[src/iplpr_pkg.sv]
// Shared types, codes and helpers for the longest-prefix router
package iplpr_pkg;

    localparam int ADDR_W         = 32;
    localparam int LEN_W          = 6;
    localparam int PORT_W         = 4;
    localparam int TTL_W          = 8;
    localparam int STATUS_W       = 3;
    localparam int MAX_ROUTES_DEF = 32;
    localparam int PORT_COUNT     = 16;

    localparam logic OP_ADD = 1'b0;
    localparam logic OP_FWD = 1'b1;

    localparam logic [STATUS_W-1:0] ST_ADDED       = 3'd0;
    localparam logic [STATUS_W-1:0] ST_FULL        = 3'd1;
    localparam logic [STATUS_W-1:0] ST_FORWARDED   = 3'd2;
    localparam logic [STATUS_W-1:0] ST_NO_ROUTE    = 3'd3;
    localparam logic [STATUS_W-1:0] ST_TTL_EXPIRED = 3'd4;

    typedef struct packed {
        logic [ADDR_W-1:0] prefix;
        logic [LEN_W-1:0]  length;
        logic              hop_vld;
        logic [ADDR_W-1:0] hop;
        logic [PORT_W-1:0] port;
    } route_t;

    localparam int ROUTE_W = $bits(route_t);

    // lengths of 32 and above compare every bit, zero compares none
    function automatic logic [ADDR_W-1:0] len_mask(input logic [LEN_W-1:0] len);
        logic [ADDR_W-1:0] m;
        if (len >= LEN_W'(ADDR_W))
            m = '1;
        else
            m = ~({ADDR_W{1'b1}} >> len);
        return m;
    endfunction

endpackage

[src/iplpr_ram.sv]
// Generic single-write, single-read RAM with registered read data
module iplpr_ram #(
    parameter int WIDTH = 8,
    parameter int DEPTH = 32,
    parameter int AW    = (DEPTH > 1) ? $clog2(DEPTH) : 1
) (
    input  logic             clk,
    input  logic             we,
    input  logic [AW-1:0]    waddr,
    input  logic [WIDTH-1:0] wdata,
    input  logic [AW-1:0]    raddr,
    output logic [WIDTH-1:0] rdata
);

    logic [WIDTH-1:0] mem [DEPTH];
    logic [WIDTH-1:0] rdata_reg;

    always_ff @(posedge clk)
    begin
        if (we)
        begin
            mem[waddr] <= wdata;
        end
        rdata_reg <= mem[raddr];
    end

    assign rdata = rdata_reg;

endmodule

[src/ipv4_longest_prefix_router_unit.sv]
// Longest-prefix routing table: route adds and datagram forwarding lookups
// Add: result strobed at the accepting edge; busy stays low.
// Forward: one stored route compared per cycle through the table RAM read port;
//   busy stays high until the result is strobed on done.
// The receiver cannot stall; each result word is shown for one cycle on done.
// Reset (rst_n, async, active low) empties the table and clears the default route.
module ipv4_longest_prefix_router_unit
    import iplpr_pkg::*;
#(
    parameter int MAX_ROUTES = MAX_ROUTES_DEF
) (
    input  logic                clk,
    input  logic                rst_n,
    input  logic                start,
    output logic                busy,
    input  logic                opcode,
    input  logic [ADDR_W-1:0]   addr,
    input  logic [LEN_W-1:0]    prefix_len,
    input  logic                hop_present,
    input  logic [ADDR_W-1:0]   hop_addr,
    input  logic [PORT_W-1:0]   port_num,
    input  logic [TTL_W-1:0]    ttl_in,
    output logic                done,
    output logic [STATUS_W-1:0] status,
    output logic [PORT_W-1:0]   out_port,
    output logic [ADDR_W-1:0]   out_hop,
    output logic [TTL_W-1:0]    ttl_out
);

    localparam int AW = (MAX_ROUTES > 1) ? $clog2(MAX_ROUTES) : 1;
    localparam int CW = $clog2(MAX_ROUTES + 1);

    typedef enum logic [1:0] {
        S_IDLE = 2'b01,
        S_SCAN = 2'b10
    } state_t;

    state_t            state_reg, state_next;
    logic [CW-1:0]     count_reg, count_next;
    logic [CW-1:0]     idx_reg, idx_next;
    logic              pend_reg, pend_next;
    logic              found_reg, found_next;
    logic [LEN_W-1:0]  best_len_reg, best_len_next;
    logic              best_hop_vld_reg, best_hop_vld_next;
    logic [ADDR_W-1:0] best_hop_reg, best_hop_next;
    logic [PORT_W-1:0] best_port_reg, best_port_next;
    logic [ADDR_W-1:0] dst_reg, dst_next;
    logic [TTL_W-1:0]  ttl_reg, ttl_next;
    logic              def_vld_reg, def_vld_next;
    logic              def_hop_vld_reg, def_hop_vld_next;
    logic [ADDR_W-1:0] def_hop_reg, def_hop_next;
    logic [PORT_W-1:0] def_port_reg, def_port_next;
    logic              done_reg, done_next;
    logic [STATUS_W-1:0] status_reg, status_next;
    logic [PORT_W-1:0] out_port_reg, out_port_next;
    logic [ADDR_W-1:0] out_hop_reg, out_hop_next;
    logic [TTL_W-1:0]  ttl_out_reg, ttl_out_next;

    logic              accept;
    logic              table_full;
    logic              ram_we;
    route_t            wr_route;
    route_t            rd_route;
    logic [ROUTE_W-1:0] rd_data;
    logic [ADDR_W-1:0] cmp_mask;
    logic              hit;
    logic              sel_vld;
    logic              sel_hop_vld;
    logic [ADDR_W-1:0] sel_hop;
    logic [PORT_W-1:0] sel_port;

    assign accept     = start && (state_reg == S_IDLE);
    assign table_full = (count_reg >= CW'(MAX_ROUTES));
    assign ram_we     = accept && (opcode == OP_ADD) && !table_full;

    assign wr_route.prefix  = addr;
    assign wr_route.length  = prefix_len;
    assign wr_route.hop_vld = hop_present;
    assign wr_route.hop     = hop_addr;
    assign wr_route.port    = port_num;

    iplpr_ram #(
        .WIDTH (ROUTE_W),
        .DEPTH (MAX_ROUTES)
    ) u_table (
        .clk   (clk),
        .we    (ram_we),
        .waddr (count_reg[AW-1:0]),
        .wdata (wr_route),
        .raddr (idx_reg[AW-1:0]),
        .rdata (rd_data)
    );

    assign rd_route = route_t'(rd_data);

    // strict length compare keeps the earliest entry on ties and skips zero lengths
    assign cmp_mask = len_mask(rd_route.length);
    assign hit = pend_reg && (((dst_reg ^ rd_route.prefix) & cmp_mask) == '0)
                 && (rd_route.length > best_len_reg);

    assign sel_vld     = found_reg || def_vld_reg;
    assign sel_hop_vld = found_reg ? best_hop_vld_reg : def_hop_vld_reg;
    assign sel_hop     = found_reg ? best_hop_reg : def_hop_reg;
    assign sel_port    = found_reg ? best_port_reg : def_port_reg;

    always_comb
    begin
        state_next        = state_reg;
        count_next        = count_reg;
        idx_next          = idx_reg;
        pend_next         = pend_reg;
        found_next        = found_reg;
        best_len_next     = best_len_reg;
        best_hop_vld_next = best_hop_vld_reg;
        best_hop_next     = best_hop_reg;
        best_port_next    = best_port_reg;
        dst_next          = dst_reg;
        ttl_next          = ttl_reg;
        def_vld_next      = def_vld_reg;
        def_hop_vld_next  = def_hop_vld_reg;
        def_hop_next      = def_hop_reg;
        def_port_next     = def_port_reg;
        done_next         = 1'b0;
        status_next       = status_reg;
        out_port_next     = out_port_reg;
        out_hop_next      = out_hop_reg;
        ttl_out_next      = ttl_out_reg;

        unique case (state_reg)
            S_IDLE:
            begin
                if (accept)
                begin
                    if (opcode == OP_ADD)
                    begin
                        if (addr == '0 && prefix_len == '0)
                        begin
                            def_vld_next     = 1'b1;
                            def_hop_vld_next = hop_present;
                            def_hop_next     = hop_addr;
                            def_port_next    = port_num;
                        end
                        if (!table_full)
                        begin
                            count_next = count_reg + CW'(1);
                        end
                        done_next     = 1'b1;
                        status_next   = table_full ? ST_FULL : ST_ADDED;
                        out_port_next = '0;
                        out_hop_next  = '0;
                        ttl_out_next  = '0;
                    end
                    else
                    begin
                        dst_next      = addr;
                        ttl_next      = ttl_in;
                        idx_next      = '0;
                        pend_next     = 1'b0;
                        found_next    = 1'b0;
                        best_len_next = '0;
                        state_next    = S_SCAN;
                    end
                end
            end
            S_SCAN:
            begin
                if (hit)
                begin
                    found_next        = 1'b1;
                    best_len_next     = rd_route.length;
                    best_hop_vld_next = rd_route.hop_vld;
                    best_hop_next     = rd_route.hop;
                    best_port_next    = rd_route.port;
                end
                if (idx_reg != count_reg)
                begin
                    idx_next  = idx_reg + CW'(1);
                    pend_next = 1'b1;
                end
                else
                begin
                    pend_next = 1'b0;
                end
                // all reads issued and the last compare already folded in
                if (idx_reg == count_reg && !pend_reg)
                begin
                    done_next     = 1'b1;
                    out_port_next = '0;
                    out_hop_next  = '0;
                    ttl_out_next  = '0;
                    if (!sel_vld || 32'(sel_port) >= PORT_COUNT)
                    begin
                        status_next = ST_NO_ROUTE;
                    end
                    else if (ttl_reg <= TTL_W'(1))
                    begin
                        status_next = ST_TTL_EXPIRED;
                    end
                    else
                    begin
                        status_next   = ST_FORWARDED;
                        out_port_next = sel_port;
                        out_hop_next  = sel_hop_vld ? sel_hop : dst_reg;
                        ttl_out_next  = ttl_reg - TTL_W'(1);
                    end
                    state_next = S_IDLE;
                end
            end
            default:
            begin
                state_next = S_IDLE;
            end
        endcase
    end

    always_ff @(posedge clk or negedge rst_n)
    begin
        if (!rst_n)
        begin
            state_reg       <= S_IDLE;
            count_reg       <= '0;
            idx_reg         <= '0;
            pend_reg        <= 1'b0;
            found_reg       <= 1'b0;
            best_len_reg    <= '0;
            def_vld_reg     <= 1'b0;
            def_hop_vld_reg <= 1'b0;
            def_hop_reg     <= '0;
            def_port_reg    <= '0;
            done_reg        <= 1'b0;
        end
        else
        begin
            state_reg       <= state_next;
            count_reg       <= count_next;
            idx_reg         <= idx_next;
            pend_reg        <= pend_next;
            found_reg       <= found_next;
            best_len_reg    <= best_len_next;
            def_vld_reg     <= def_vld_next;
            def_hop_vld_reg <= def_hop_vld_next;
            def_hop_reg     <= def_hop_next;
            def_port_reg    <= def_port_next;
            done_reg        <= done_next;
        end
    end

    always_ff @(posedge clk)
    begin
        best_hop_vld_reg <= best_hop_vld_next;
        best_hop_reg     <= best_hop_next;
        best_port_reg    <= best_port_next;
        dst_reg          <= dst_next;
        ttl_reg          <= ttl_next;
        status_reg       <= status_next;
        out_port_reg     <= out_port_next;
        out_hop_reg      <= out_hop_next;
        ttl_out_reg      <= ttl_out_next;
    end

    assign busy     = (state_reg != S_IDLE);
    assign done     = done_reg;
    assign status   = status_reg;
    assign out_port = out_port_reg;
    assign out_hop  = out_hop_reg;
    assign ttl_out  = ttl_out_reg;

endmodule

[config.mk]
export PLATFORM = sky130hd
export DESIGN_NAME = ipv4_longest_prefix_router_unit
export DESIGN_NICKNAME = d
export VERILOG_FILES = /design/src/iplpr_pkg.sv /design/src/iplpr_ram.sv /design/src/ipv4_longest_prefix_router_unit.sv
export SDC_FILE = /design/constraint.sdc
export NUM_CORES = 2
export LEC_CHECK = 0
export BUFFER_PORTS_ARGS = -buffer_cell sky130_fd_sc_hd__buf_2
export CORE_UTILIZATION = 60
export DETAILED_ROUTE_END_ITERATION = 10
export PLACE_DENSITY = 0.8
export SLEW_MARGIN = 10
export SYNTH_ARGS = -nofsm -noshare
export SYNTH_HDL_FRONTEND = slang
export SYNTH_SLANG_ARGS = --single-unit
[constraint.sdc]
create_clock -name clk -period 15.1 [get_ports clk]
set_input_delay 3.02 -clock clk [delete_from_list [all_inputs] [get_ports clk]]
set_output_delay 3.02 -clock clk [all_outputs]
set_load 0.02 [all_outputs]
==> metrics.cfg <==
[run_status]
status = finished clean

[cts]
clock_path_buffers = 3
htreeDepth = 4
post_cts_buffers = 0
cts_tree = yes
clkLatencyLatePin_ns = 0.90
clock_sink_count = 2660
cts_inserted_buffers = 240
cts.clk_slew.worst_paths_ns = 0.07
post_cts_resize_count = 0
cts_root_buf = clkbuf_16
cts-hold-fix-buffers = 0

[die]
ioPinCount = 136
die-area_mm2 = 0.169
fp.coreArea_mm2 = 0.166
fp-row-count = 149
die_w_um = 411
die_height_um = 411
start_util = 0.607

[cells_and_area]
final_nets = 4513
final_common_cell = edfxtp_1
syn_to_final_growth_pct = 11.7
drive_gt1_frac = 0.328
largest_reg_flops = 2400
utilization = 0.679
final_cells = 6821
layout_common_cells = edfxtp_1, mux4_2, clkbuf_16
fillers = 9241

[yosys]
synth_top_area_cell = edfxtp_1
ys_types = 53
ys_top_cells_by_area = edfxtp_1, mux4_2, dfrtp_1
async_reset_ff_frac = 0.0229
synth_edf_count = 2524
synth_fp_nets = 4252
synth_seq_area_share = 0.784
syn_area_mm2 = 0.101
synth_area_per_cell_um2 = 24.2
synth_seq_cells = 2660
yosysTopAreaCellShare = 0.754
yosys_warnings = 0
synth_cells = 4150
ys.flop_type = edfxtp_1

[sta]
hold_viol = 0
setup_viol = 0
timing.final.crit_share = 0.396
finalCriticalPeriod_ns = 5.98
drv_slew = 0
tns_ns = 0
fin_skew_ns = 0.0729
maxSlewHeadroom = 0.134
worst_pin_slew_ns = 1.26
rsz0062_at_grt = false
max_freq_ghz = 0.167

[placed_design]
gp_congestion = 0.833
dp.cells = 6358
port_buffers = 135
dp_hpwl_um = 136000

[routing]
drt_wl_total_um = 270000
routedWlPerCell_um = 39.5
first_pass_iters = 6
met3_length_um = 35400
vias_per_cell = 7.23
drc_errors = 0
final_antenna_net_count = 0
first_iter_violations = 8374
dr_total_vias = 49300
wl_met2_um = 130000
wl_met1_um = 90900
highest_layer = met5

[worst_setup_path]
slowest_stage = nor2_4
max_stage_delay_ns = 1.15
crit_type = primary input to flip-flop
cp_cell_sequence = buf_2, nand2_1, nor3_1, buf_4, nand2_1, nor2_4, buf_4
worst-r2r-cell-count = 6
startpoint_type = primary input
crit_required_ns = 15.55
end_kind = flip-flop
path_max_fanout = 47
cp.arrival_ns = 6.43

[hold_path]
min_path_cells = 0
hold_class = flip-flop to flip-flop

[grt]
grt_pass1_vias = 49600
grt_usage = 0.324
grt_pass1_wl_um = 378000
grt_overflow = 0
grt_max_degree = 149
antenna_found_initial = 23

[pwr]
p_seq_frac = 0.474
internal-power_mw = 13.4
p_per_area_mw_per_mm2 = 161
clockPowerShare = 0.350
swShare = 0.262
p_comb_frac = 0.176
power.switching_mw = 4.76
max-vdd-ir-drop_mv = 0.144
p_leak_nw = 34.4
p_total_mw = 18.1

[job]
max_cap_violations = 0

==> cells in the mapped netlist, types with 14 or more instances <==
master / count
a211oi_1: 33
a21oi_1: 20
buf_1: 18
buf_2: 59
clkbuf_1: 131
dfrtp_1: 60
dfxtp_1: 75
edfxtp_1: 2524
ha_1: 15
inv_1: 21
mux2_2: 115
mux2i_1: 40
mux4_2: 750
nand2_1: 27
nor2_1: 103
o21ai_0: 14
xnor2_1: 33
xor2_1: 19
==> routing by layer <==
metal | track usage | up-vias
met1 | 0.434 | 25800
met2 | 0.508 | 4481
met5 | 0 | -
met3 | 0.0878 | 730
met4 | 0.141 | 22
li1 | - | 18300
==> cell type report <==
cell class / count / area, um^2 / share of cell area
Antenna cell: 7 / 17.5 / 0.000156
Clock buffer: 306 / 6460 / 0.0575
Clock inverter: 150 / 1740 / 0.0155
Inverter: 21 / 78.8 / 0.000702
Multi-Input combinational cell: 1258 / 21000 / 0.187
Sequential cell: 2660 / 78800 / 0.702
Tap cell: 2189 / 2740 / 0.0244
Timing Repair Buffer: 230 / 1450 / 0.0129
==> worst max-delay path: cells and delay by family <==
family        cells  cell delay, ns
simple gates      4            2.00
buf+inv           3            1.33
==> logic make-up after synthesis <==
group                    synth area share
AND/OR/NAND/NOR                   0.00865
buffers and inverters             0.00958
AO/OA/AOI/OAI                     0.00591
adder cells (fa/ha/maj)           0.00197
multiplexers                        0.185
XOR/XNOR                          0.00453
flip-flops                          0.784
==> per-stage QoR <==
| stage | worst slack [ns] | hold WS, ns | area, um^2 |
|---|---|---|---|
| floorplan | 7.44 | 0.386 | 101000 |
| global placement | 8.44 | 0.386 | 104000 |
| detailed placement | 8.45 | 0.389 | 104000 |
| CTS | 9.25 | 0.394 | 112000 |
| global route | 9.16 | 0.407 | 112000 |
| finish | 9.12 | 0.396 | 112000 |
==> worst paths after layout <==
path                                  startpoint             endpoint  slack, ns
worst min register to register  u_table.rdata[8]      best_hop_reg[4]       0.40
max in group asynchronous                  rst_n           idx_reg[1]      11.75
worst min-delay path            u_table.rdata[8]      best_hop_reg[4]       0.40
worst max register to register        idx_reg[0]    u_table.rdata[14]      10.03
worst max-delay path                       start  u_table.mem[22][17]       9.12
min in group asynchronous                  rst_n      def_hop_reg[25]       2.14
==> power groups by stage <==
stage | sequential (mW) | combinational [mW] | clock, mW
5_1_grt | 8.60 | 3.31 | 6.62
3_3_place_gp | 8.71 | 3.03 | 0
3_5_place_dp | 8.72 | 3.09 | 0
4_1_cts | 8.58 | 3.19 | 6.37
6_report | 8.59 | 3.20 | 6.34
2_1_floorplan | 8.62 | 2.14 | 0
Note: power is estimated with default switching activity, not from simulation.
